`src/rtl/core/fqws_pkg.sv`:
```
`timescale 1ns / 1ps

package fqws_pkg;

  localparam int DEPTH   = 16;
  localparam int PTR_W   = $clog2(DEPTH);
  localparam int CNT_W   = $clog2(DEPTH + 1);

  localparam int ACTION_W = 3;
  localparam int KEY_W    = 32;
  localparam int STATUS_W = 2;
  localparam int MATCH_W  = 4;
  localparam int COUNT_W  = 5;

  localparam logic [ACTION_W-1:0] ACT_PUSH   = 3'd0;
  localparam logic [ACTION_W-1:0] ACT_POP    = 3'd1;
  localparam logic [ACTION_W-1:0] ACT_SEARCH = 3'd2;
  localparam logic [ACTION_W-1:0] ACT_CLEAR  = 3'd3;
  localparam logic [ACTION_W-1:0] ACT_REPORT = 3'd4;

  localparam logic [STATUS_W-1:0] ST_OK    = 2'd0;
  localparam logic [STATUS_W-1:0] ST_EMPTY = 2'd1;
  localparam logic [STATUS_W-1:0] ST_FULL  = 2'd2;
  localparam logic [STATUS_W-1:0] ST_MISS  = 2'd3;

  typedef logic [PTR_W-1:0]        ptr_t;
  typedef logic [CNT_W-1:0]        cnt_t;
  typedef logic signed [KEY_W-1:0] key_t;

  typedef struct packed {
    logic [ACTION_W-1:0] action;
    key_t                key;
  } cmd_t;

  typedef struct packed {
    logic [STATUS_W-1:0] status;
    key_t                popped_key;
    logic [MATCH_W-1:0]  match_position;
    logic [COUNT_W-1:0]  entry_count;
    key_t                head_key;
    key_t                tail_key;
    logic                is_empty;
  } res_t;

  localparam ptr_t LAST_IDX = PTR_W'(DEPTH - 1);
  localparam cnt_t CNT_FULL = CNT_W'(DEPTH);

  function automatic ptr_t ring_next(input ptr_t i);
    ring_next = (i == LAST_IDX) ? '0 : i + ptr_t'(1);
  endfunction

endpackage

```
`src/rtl/core/fqws_if.sv`:
```
`timescale 1ns / 1ps

interface fqws_in_if import fqws_pkg::*; ();
  logic                valid;
  logic                ready;
  logic [ACTION_W-1:0] action;
  key_t                key;

  modport source (output valid, output action, output key, input ready);
  modport sink   (input valid, input action, input key, output ready);
endinterface

interface fqws_out_if import fqws_pkg::*; ();
  logic                valid;
  logic                ready;
  logic [STATUS_W-1:0] status;
  key_t                popped_key;
  logic [MATCH_W-1:0]  match_position;
  logic [COUNT_W-1:0]  entry_count;
  key_t                head_key;
  key_t                tail_key;
  logic                is_empty;

  modport source (output valid, output status, output popped_key, output match_position,
                  output entry_count, output head_key, output tail_key, output is_empty,
                  input ready);
  modport sink   (input valid, input status, input popped_key, input match_position,
                  input entry_count, input head_key, input tail_key, input is_empty,
                  output ready);
endinterface

```
`src/rtl/core/fqws_front.sv`:
```
`timescale 1ns / 1ps

module fqws_front import fqws_pkg::*; (
  input  logic        clk,
  input  logic        rst_n,
  fqws_in_if.sink     in_if,
  output logic        cmd_valid,
  output cmd_t        cmd,
  input  logic        cmd_take
);

  localparam int QD     = 2;
  localparam int QPTR_W = $clog2(QD);
  localparam int QCNT_W = $clog2(QD + 1);

  cmd_t               q_r [QD];
  logic [QPTR_W-1:0]  wr_ptr_r, wr_ptr_nxt;
  logic [QPTR_W-1:0]  rd_ptr_r, rd_ptr_nxt;
  logic [QCNT_W-1:0]  cnt_r, cnt_nxt;
  logic               push, pop;
  cmd_t               cls;

  // Unused codes fold into report.
  always_comb begin
    cls.key = in_if.key;
    unique case (in_if.action) inside
      ACT_PUSH, ACT_POP, ACT_SEARCH, ACT_CLEAR: cls.action = in_if.action;
      default:                                  cls.action = ACT_REPORT;
    endcase
  end

  assign in_if.ready = (cnt_r != QCNT_W'(QD));
  assign push        = in_if.valid && in_if.ready;
  assign cmd_valid   = (cnt_r != '0);
  assign pop         = cmd_valid && cmd_take;
  assign cmd         = q_r[rd_ptr_r];

  always_comb begin
    wr_ptr_nxt = push ? ((wr_ptr_r == QPTR_W'(QD - 1)) ? '0 : wr_ptr_r + QPTR_W'(1)) : wr_ptr_r;
    rd_ptr_nxt = pop  ? ((rd_ptr_r == QPTR_W'(QD - 1)) ? '0 : rd_ptr_r + QPTR_W'(1)) : rd_ptr_r;
    cnt_nxt    = cnt_r;
    if (push && !pop) begin
      cnt_nxt = cnt_r + QCNT_W'(1);
    end else if (pop && !push) begin
      cnt_nxt = cnt_r - QCNT_W'(1);
    end
  end

  always_ff @(posedge clk) begin
    if (!rst_n) begin
      wr_ptr_r <= '0;
      rd_ptr_r <= '0;
      cnt_r    <= '0;
    end else begin
      wr_ptr_r <= wr_ptr_nxt;
      rd_ptr_r <= rd_ptr_nxt;
      cnt_r    <= cnt_nxt;
    end
  end

  always_ff @(posedge clk) begin
    if (push) begin
      q_r[wr_ptr_r] <= cls;
    end
  end

endmodule

```
`src/rtl/core/fqws_back.sv`:
```
`timescale 1ns / 1ps

module fqws_back import fqws_pkg::*; (
  input  logic        clk,
  input  logic        rst_n,
  input  logic        cmd_valid,
  input  cmd_t        cmd,
  output logic        cmd_take,
  fqws_out_if.source  out_if
);

  localparam logic [1:0] S_IDLE = 2'd0;
  localparam logic [1:0] S_LOAD = 2'd1;
  localparam logic [1:0] S_SCAN = 2'd2;
  localparam logic [1:0] S_DONE = 2'd3;

  logic [1:0]          state_r, state_nxt;
  ptr_t                head_r, head_nxt;
  ptr_t                tail_r, tail_nxt;
  cnt_t                occ_r, occ_nxt;
  key_t                head_key_r, head_key_nxt;
  key_t                tail_key_r, tail_key_nxt;
  key_t                key_r, key_nxt;
  ptr_t                pos_r, pos_nxt;
  ptr_t                idx_r, idx_nxt;
  logic [STATUS_W-1:0] status_r, status_nxt;
  key_t                popped_r, popped_nxt;
  ptr_t                match_r, match_nxt;
  logic                out_valid_r, out_valid_nxt;
  res_t                out_r, out_nxt;

  key_t                mem [DEPTH];
  key_t                rd_data_r;
  ptr_t                rd_addr;
  logic                wr_en;

  always_comb begin
    state_nxt     = state_r;
    head_nxt      = head_r;
    tail_nxt      = tail_r;
    occ_nxt       = occ_r;
    head_key_nxt  = head_key_r;
    tail_key_nxt  = tail_key_r;
    key_nxt       = key_r;
    pos_nxt       = pos_r;
    idx_nxt       = idx_r;
    status_nxt    = status_r;
    popped_nxt    = popped_r;
    match_nxt     = match_r;
    out_nxt       = out_r;
    out_valid_nxt = out_valid_r && !out_if.ready;
    wr_en         = 1'b0;
    rd_addr       = head_r;
    cmd_take      = 1'b0;

    unique case (state_r)
      S_IDLE: begin
        if (cmd_valid) begin
          cmd_take   = 1'b1;
          status_nxt = ST_OK;
          popped_nxt = '0;
          match_nxt  = '0;
          state_nxt  = S_DONE;
          unique case (cmd.action)
            ACT_PUSH: begin
              if (occ_r == CNT_FULL) begin
                status_nxt = ST_FULL;
              end else begin
                wr_en        = 1'b1;
                tail_nxt     = ring_next(tail_r);
                occ_nxt      = occ_r + cnt_t'(1);
                tail_key_nxt = cmd.key;
                if (occ_r == '0) begin
                  head_key_nxt = cmd.key;
                end
              end
            end
            ACT_POP: begin
              if (occ_r == '0) begin
                status_nxt = ST_EMPTY;
              end else begin
                popped_nxt = head_key_r;
                head_nxt   = ring_next(head_r);
                occ_nxt    = occ_r - cnt_t'(1);
                // fetch the new head word unless the queue drains
                rd_addr    = ring_next(head_r);
                if (occ_r != cnt_t'(1)) begin
                  state_nxt = S_LOAD;
                end
              end
            end
            ACT_SEARCH: begin
              if (occ_r == '0) begin
                status_nxt = ST_MISS;
              end else begin
                key_nxt   = cmd.key;
                pos_nxt   = '0;
                idx_nxt   = ring_next(head_r);
                rd_addr   = head_r;
                state_nxt = S_SCAN;
              end
            end
            ACT_CLEAR: begin
              head_nxt = '0;
              tail_nxt = '0;
              occ_nxt  = '0;
            end
            default: ;
          endcase
        end
      end
      S_LOAD: begin
        head_key_nxt = rd_data_r;
        state_nxt    = S_DONE;
      end
      S_SCAN: begin
        // rd_data_r holds the word at pos_r; prefetch the next one
        rd_addr = idx_r;
        if (rd_data_r == key_r) begin
          match_nxt = pos_r;
          state_nxt = S_DONE;
        end else if (cnt_t'(pos_r) + cnt_t'(1) == occ_r) begin
          status_nxt = ST_MISS;
          state_nxt  = S_DONE;
        end else begin
          pos_nxt = pos_r + ptr_t'(1);
          idx_nxt = ring_next(idx_r);
        end
      end
      S_DONE: begin
        if (!out_valid_r || out_if.ready) begin
          out_nxt.status         = status_r;
          out_nxt.popped_key     = popped_r;
          out_nxt.match_position = MATCH_W'(match_r);
          out_nxt.entry_count    = COUNT_W'(occ_r);
          out_nxt.head_key       = (occ_r != '0) ? head_key_r : '0;
          out_nxt.tail_key       = (occ_r != '0) ? tail_key_r : '0;
          out_nxt.is_empty       = (occ_r == '0);
          out_valid_nxt          = 1'b1;
          state_nxt              = S_IDLE;
        end
      end
      default: state_nxt = S_IDLE;
    endcase
  end

  always_ff @(posedge clk) begin
    if (!rst_n) begin
      state_r     <= S_IDLE;
      head_r      <= '0;
      tail_r      <= '0;
      occ_r       <= '0;
      out_valid_r <= 1'b0;
    end else begin
      state_r     <= state_nxt;
      head_r      <= head_nxt;
      tail_r      <= tail_nxt;
      occ_r       <= occ_nxt;
      out_valid_r <= out_valid_nxt;
    end
  end

  always_ff @(posedge clk) begin
    head_key_r <= head_key_nxt;
    tail_key_r <= tail_key_nxt;
    key_r      <= key_nxt;
    pos_r      <= pos_nxt;
    idx_r      <= idx_nxt;
    status_r   <= status_nxt;
    popped_r   <= popped_nxt;
    match_r    <= match_nxt;
    out_r      <= out_nxt;
  end

  always_ff @(posedge clk) begin
    if (wr_en) begin
      mem[tail_r] <= cmd.key;
    end
    rd_data_r <= mem[rd_addr];
  end

  assign out_if.valid          = out_valid_r;
  assign out_if.status         = out_r.status;
  assign out_if.popped_key     = out_r.popped_key;
  assign out_if.match_position = out_r.match_position;
  assign out_if.entry_count    = out_r.entry_count;
  assign out_if.head_key       = out_r.head_key;
  assign out_if.tail_key       = out_r.tail_key;
  assign out_if.is_empty       = out_r.is_empty;

endmodule

```
`src/rtl/core/fifo_queue_with_search.sv`:
```
`timescale 1ns / 1ps

// Queue of signed 32-bit keys in a 16-entry ring, one result word per command word.
// A two-word command queue takes input words independently of the execute side, and
// a result register lets the next command start while a result waits. Push, clear and
// report pass through the execute states IDLE and DONE, a pop that leaves entries
// behind also passes through LOAD (the new head key is read from the key memory), and
// a search stays in SCAN until a match or until every entry has been compared: the
// single read port of the key memory delivers one stored key per cycle.

module fifo_queue_with_search import fqws_pkg::*; (
  input  logic       clk,
  input  logic       rst_n,
  fqws_in_if.sink    in_if,
  fqws_out_if.source out_if
);

  logic cmd_valid;
  logic cmd_take;
  cmd_t cmd;

  fqws_front u_front (
    .clk       (clk),
    .rst_n     (rst_n),
    .in_if     (in_if),
    .cmd_valid (cmd_valid),
    .cmd       (cmd),
    .cmd_take  (cmd_take)
  );

  fqws_back u_back (
    .clk       (clk),
    .rst_n     (rst_n),
    .cmd_valid (cmd_valid),
    .cmd       (cmd),
    .cmd_take  (cmd_take),
    .out_if    (out_if)
  );

endmodule

```
`src/flat_wrapper.sv`:
```
// flat-port wrapper written by rule: the top's interface ports become plain ports
module fifo_queue_with_search_flat import fqws_pkg::*;
  (clk, rst_n, in_if_valid, in_if_action, in_if_key, in_if_ready, out_if_valid, out_if_status, out_if_popped_key, out_if_match_position, out_if_entry_count, out_if_head_key, out_if_tail_key, out_if_is_empty, out_if_ready);
  fqws_in_if in_if_i ();
  fqws_out_if out_if_i ();
  input  logic clk;
  input  logic rst_n;
  input wire logic [$bits(in_if_i.valid)-1:0] in_if_valid;
  input wire logic [$bits(in_if_i.action)-1:0] in_if_action;
  input wire logic [$bits(in_if_i.key)-1:0] in_if_key;
  output wire logic [$bits(in_if_i.ready)-1:0] in_if_ready;
  output wire logic [$bits(out_if_i.valid)-1:0] out_if_valid;
  output wire logic [$bits(out_if_i.status)-1:0] out_if_status;
  output wire logic [$bits(out_if_i.popped_key)-1:0] out_if_popped_key;
  output wire logic [$bits(out_if_i.match_position)-1:0] out_if_match_position;
  output wire logic [$bits(out_if_i.entry_count)-1:0] out_if_entry_count;
  output wire logic [$bits(out_if_i.head_key)-1:0] out_if_head_key;
  output wire logic [$bits(out_if_i.tail_key)-1:0] out_if_tail_key;
  output wire logic [$bits(out_if_i.is_empty)-1:0] out_if_is_empty;
  input wire logic [$bits(out_if_i.ready)-1:0] out_if_ready;
  assign in_if_i.valid = in_if_valid;
  assign in_if_i.action = in_if_action;
  assign in_if_i.key = in_if_key;
  assign in_if_ready = in_if_i.ready;
  assign out_if_valid = out_if_i.valid;
  assign out_if_status = out_if_i.status;
  assign out_if_popped_key = out_if_i.popped_key;
  assign out_if_match_position = out_if_i.match_position;
  assign out_if_entry_count = out_if_i.entry_count;
  assign out_if_head_key = out_if_i.head_key;
  assign out_if_tail_key = out_if_i.tail_key;
  assign out_if_is_empty = out_if_i.is_empty;
  assign out_if_i.ready = out_if_ready;
  fifo_queue_with_search u_core (.clk(clk), .rst_n(rst_n), .in_if(in_if_i), .out_if(out_if_i));
endmodule
```
`config.mk`:
```
export PLATFORM = sky130hd
export DESIGN_NAME = fifo_queue_with_search_flat
export DESIGN_NICKNAME = d
export VERILOG_FILES = /design/src/rtl/core/fqws_pkg.sv /design/src/rtl/core/fqws_if.sv /design/src/rtl/core/fqws_front.sv /design/src/rtl/core/fqws_back.sv /design/src/rtl/core/fifo_queue_with_search.sv /design/src/flat_wrapper.sv
export SDC_FILE = /design/constraint.sdc
export NUM_CORES = 1
export LEC_CHECK = 0
export BUFFER_PORTS_ARGS = -buffer_cell sky130_fd_sc_hd__buf_2
export CAP_MARGIN = 20
export CELL_PAD_IN_SITES_DETAIL_PLACEMENT = 0
export CELL_PAD_IN_SITES_GLOBAL_PLACEMENT = 1
export CORE_ASPECT_RATIO = 1.2
export CORE_MARGIN = 4
export CORE_UTILIZATION = 54
export CTS_BUF_LIST = sky130_fd_sc_hd__clkbuf_2 sky130_fd_sc_hd__clkbuf_4 sky130_fd_sc_hd__clkbuf_8
export CTS_CLUSTER_SIZE = 30
export DETAILED_ROUTE_END_ITERATION = 8
export HOLD_SLACK_MARGIN = 0.15
export PLACE_DENSITY_LB_ADDON = 0.3
export SKIP_LAST_GASP = 1
export SYNTH_ARGS = -nofsm -noshare
export SYNTH_HDL_FRONTEND = slang
export SYNTH_SLANG_ARGS = --single-unit
```
`constraint.sdc`:
```
create_clock -name clk -period 10.98 [get_ports clk]
set_input_delay 2.745 -clock clk [delete_from_list [all_inputs] [get_ports clk]]
set_output_delay 2.745 -clock clk [all_outputs]
set_load 0.05 [all_outputs]
```
Word level (Yosys, flattened, before mapping)
Memory sizes are Yosys's and may differ from the RTL's. A register that Yosys moved wholly into a read port is not among the register bits.
Index checks and enable logic that the tools add are counted.
Widths: inputs -> output; s select.
Word-level totals
  bits in latches: 0
  bits in registers: 270
  output and inout bits: 110
  input port bits: 39
  bits in read-only memories: 0
  logic and storage cells: 174
  memories: 2
  memory bits (writable): 582
Memory list
  u_core.u_back.mem: words 16, bits a word 32, read ports 1, clocked after memory_dff 1, wr ports 1, RTL line fqws_back.sv:32  | key_t mem [DEPTH];
  u_core.u_front.q_r: words 2, bits a word 35, read ports 1, clocked after memory_dff 1, wr ports 1, RTL line fqws_front.sv:16  | cmd_t q_r [QD];
Operators by class
  shifts and indexed selects: 0
  add/sub/neg operators: 11
  div/mod/pow operators: 0
  multiplexer cells: 68
  reductions and logical operators: 36
  bitwise logic cells: 3
  equality and inequality tests: 31
  $mul: 0
  $lt $le $gt $ge: 0
Operators by type and width (number)
  $mux 32: 4
  $mux 4: 19
  $pmux 32 s2: 1
  $pmux 4 s2: 6
  $eq 32x32->1: 1
  $mux 2: 12
  $ne 2x2->1 const B: 11
  $mux 1: 18
  $add 4x1->4 const B: 4
  $reduce_and 4->1: 4
  $pmux 5 s3: 1
  $eq 3x2->1 const B: 4
  $eq 4x4->1 const B: 3
  $reduce_bool 2->1: 6
  $mux 5: 2
  $reduce_and 5->1: 2
  $reduce_and 3->1: 3
  $pmux 2 s2: 2
  $pmux 2 s4: 1
  $eq 3x1->1 const B: 2
  $logic_not 3->1: 2
  $ne 2x1->1 const B: 3
  $pmux 2 s3: 1
  $reduce_and 6->1: 1
  other kinds (24): 36

Longest topological paths before layout
  word-level depth: 7
  mapped depth: 15
  depth with buffers taken out: 10

Cells and area by module
Synthesis repeated with hierarchy kept, for this count alone.
Second synthesis, totals
  cells, all modules: 2207
  area, all modules: 34073.9 um^2
By module, submodules not included
  fqws_back: area each 31293.8 um^2, seq. area each 23842.9 um^2, times used 1, cells an instance 2071
  fqws_front: area each 2780.2 um^2, seq. area each 2202.1 um^2, times used 1, cells an instance 136

Worst setup path after synthesis
OpenSTA, ideal clock, no wires.
  path type: input -> register
  from: input out_if_ready
  to: register u_core.u_back.out_r (netlist bit u_core.u_back.out_if.entry_count[0]) (enable)
  stages on the path: 2
  path slack: 2.793 ns
  setup time: 0.589 ns
  buffers on the path: 0
  required time: 10.391 ns
  arrival time: 7.598 ns
  cell sequence: nor2b_1 nor2b_1
Between the ends
  longest elaborated chain between the ends: 2
RTL lines
  start: declaration: RTL line flat_wrapper.sv:20  | input wire logic [$bits(out_if_i.ready)-1:0] out_if_ready;
  $logic_or 1x1->1: RTL line fqws_back.sv:131  | if (!out_valid_r || out_if.ready) begin
  $reduce_and 2->1 (no line)
  end signal: assignment: RTL line fqws_back.sv:172  | out_r <= out_nxt;
  end: declaration: RTL line fqws_back.sv:30  | res_t out_r, out_nxt;
No other way between the ends.
A chain may end at the register's enable or synchronous reset.

Worst setup path in the final report
  from: register u_core.u_back.state_r[0]
  to: register u_core.u_back.rd_data_r[22], read port of u_core.u_back.mem
Between the ends
  longest elaborated chain between the ends: 2
  elaborated cells on any way between the ends: 3
  those cells by class: eq/ne: 1; mux: 1; reduce/logical: 1
RTL lines
  start: declaration: RTL line fqws_back.sv:17  | logic [1:0] state_r, state_nxt;
  start signal: assignment: RTL line fqws_back.sv:155  | state_r <= state_nxt;
  $eq 2x2->1 / $logic_not 2->1 (equally long branches): RTL line fqws_back.sv:56  | unique case (state_r)
  $pmux 4 s2 *: RTL line fqws_back.sv:56
  end: declaration: RTL line fqws_back.sv:33  | key_t rd_data_r;
Every way passes the cells marked *; elsewhere a longest branch is shown, timed or not.

==> results.cfg <==
[synth]
syn_avg_cell_area_um2 = 15.7
ys_ff_latch = 885
synth_flop_cell = edfxtp_1
synth_top_area_share_pct = 72.2
synth_edf_count = 832
synthTopCellsByArea = edfxtp_1, dfxtp_1, a211oi_1
synth_fp_nets = 2260
yosysWarnings = 0
synth_largest_area_cell = edfxtp_1
synthCells = 2205
synth_cell_type_count = 63
ys_seq_area_share_pct = 75.3
async_flop_share_pct = 0
syn_area_um2 = 34600

[timing]
maxSlewViolCount = 0
min_period_ns = 5.38
tightest_slew_ns = 1.11
period_share_pct = 49.0
skew_ns = 0.0341
setup_viol = 0
max_freq_mhz = 186
fin_setup_tns_ns = 0
rsz0062_at_grt = no
hold_viol = 0
slew_headroom_pct = 25.7

[placement]
placed_cells = 3056
globalplace.congestion = 0.826
placed_cell_area_um2 = 36200
dpl.hpwl_um = 45300
port_buffers = 148

[critical_path]
worstPathMaxFanout = 98
r2r-start = u_core.u_back.state_r[0]
cp-startpoint = u_core.u_back.state_r[0]
crit_path_end_kind = flop
start_kind = flop
reg2reg_to = u_core.u_back.rd_data_r[22]
ff2ff_setup_slack_ns = 5.60
crit_end = u_core.u_back.rd_data_r[22]
crit_required_ns = 11.63
arrival_ns = 6.03
worstSetupPathType = reg -> reg
r2r_cells = 12

[clock_tree]
cts_setup_buffers = 0
cts_hold_buf = 0
cts_buffers = 134
cts_tree = built
cts.clk_slew.worst_paths_ns = 0.06
cts_sinks = 885
clk_latency_ns = 0.79
htreeDepth = 4
clockRootBuffer = clkbuf_8
cts_resized = 0
clockBufferDepth = 3

[global_routing]
grt_pass1_vias = 20200
grt_pass1_wl_um = 122000
antenna_found_initial = 5
grt.total_usage_pct = 23.7
grt_max_degree = 129
gr-total-overflow = 0

[status]
status = finished clean

[route]
vias = 20200
drc = 0
drt_wl_total_um = 81500
drt-initial-drc-count = 1967
detail_route.wl_per_cell_um = 24.7
dr.pass1.iters = 6
vias_per_cell = 6.12
final_antenna_net_count = 0

[final_layout]
drive_gt1_share_pct = 21.3
area_growth_pct = 12.6
nets = 2425
fin_cells = 3299
stdcell_area_um2 = 39000
mostFrequentLayoutCell = edfxtp_1
layout_common_cells = edfxtp_1, buf_2, clkbuf_8
final_util_pct = 61.4

[floorplanning]
die_area_um2 = 68200
die_y_um = 285
die_width_um = 239
io_pins = 149
row_count = 101
core_area_um2 = 63400
start_util_pct = 54.6

[flow_run]
max-cap-violations = 0

[power_and_ir_drop]
ir_drop_mv = 0.0982
powerDensity_nw_per_um2 = 233
total_power_mw = 9.08
leakagePower_nw = 13.2

[hold_path]
worst_hold_path_type = reg -> reg
hold_path_startpoint = u_core.u_back.match_r[0]
[worst max-delay path, cell delays in order (launching register included)]
cell and delay (ns):
dfxtp_1 0.35, inv_1 0.10, ha_1 0.36, o21ai_2 0.20
inv_2 0.61, o211a_1 0.26, buf_4 0.43, o21a_4 0.58
nand2_4 0.71, buf_4 0.67, a211oi_1 0.38, a211oi_1 0.09
a211o_1 0.31
[synth_stat cells (33+ instances only)]
cell	count
mux2_2	68
o211ai_1	35
a32o_1	33
and3_1	96
nand3_1	40
dfxtp_1	53
xor2_1	37
o211a_1	34
nand2_1	125
clkbuf_1	114
a21oi_1	108
and2_1	76
nor2_1	36
a22oi_1	34
o21ai_0	78
a211o_1	36
edfxtp_1	832
a211oi_1	127
nor2b_1	42
[flip-flops by register name, summed over array words and instances (netlist names), 4 cells and up, named ones only]
register / cells
u_core.u_back.tail_r: 4
u_core.u_back.out_if.entry_count: 5
u_core.u_back.head_r: 4
u_core.u_back.idx_r: 4
u_core.u_back.head_key_r: 32
u_core.u_back.popped_r: 32
u_core.u_back.out_if.head_key: 32
u_core.u_back.occ_r: 5
u_core.u_back.tail_key_r: 32
u_core.u_back.key_r: 32
u_core.u_back.out_if.popped_key: 32
u_core.u_back.rd_data_r: 32
u_core.u_back.out_if.match_position: 4
u_core.u_back.out_if.tail_key: 32
u_core.u_front.q_r: 70
u_core.u_back.mem: 512
u_core.u_back.pos_r: 4
u_core.u_back.match_r: 4
[kinds of logic (layout without fill, tap and decap cells)]
kind of cell	Yosys count	after routing	synth area share, %
other	0	1	0
buffers and inverters	174	443	2.15
XOR/XNOR	45	45	1.14
multiplexers	75	75	2.43
flip-flops	885	885	75.3
AO/OA/AOI/OAI	558	558	11.5
AND/OR/NAND/NOR	452	452	6.91
adder cells (fa/ha/maj)	16	16	0.578
[metrics by stage]
stage | setup slack [ns] | hold slack, ns
2_1_floorplan | 2.79 | 0.400
3_3_place_gp | 5.82 | 0.403
3_5_place_dp | 5.63 | 0.405
4_1_cts | 5.62 | 0.418
5_1_grt | 5.19 | 0.423
6_report | 5.60 | 0.418
[layer usage]
layer	GRT usage (%)	vias up	wire (µm)	part of all wire [%]
li1	-	8988	-	-
met4	8.85	4	2290	2.8
met5	0	-	27	0.033
met3	4.80	154	6720	8.2
met1	32.6	10100	33300	41
met2	37.8	923	39200	48
[power breakdown]
| group | internal [mW] | switching, mW | leakage, nW |
|---|---|---|---|
| clock network | 1.48 | 1.22 | 1.44 |
| logic | 0.609 | 1.35 | 3.78 |
| registers | 4.24 | 0.180 | 8.01 |
| total | 6.33 | 2.75 | 13.2 |
[worst min path at each step]
stage | depth (start not counted) | to
2_1_floorplan | 0 | u_core.u_back.out_if.match_position[0]
3_3_place_gp | 0 | u_core.u_back.out_if.popped_key[6]
3_5_place_dp | 0 | u_core.u_back.out_if.popped_key[11]
4_1_cts | 0 | u_core.u_back.out_if.popped_key[20]
5_1_grt | 0 | u_core.u_back.out_if.popped_key[22]
6_report | 0 | u_core.u_back.out_if.match_position[0]
[area by class of cell]
cell class	count	area, µm²
Clock inverter	41	289
Timing Repair Buffer	189	1070
Sequential cell	885	26000
Fill cell	4738	24500
Tap cell	824	1030
Antenna cell	1	2.50
Inverter	14	52.6
Clock buffer	199	2410
Multi-Input combinational cell	1146	8050
No activity file was read; power rests on OpenSTA's default activity.
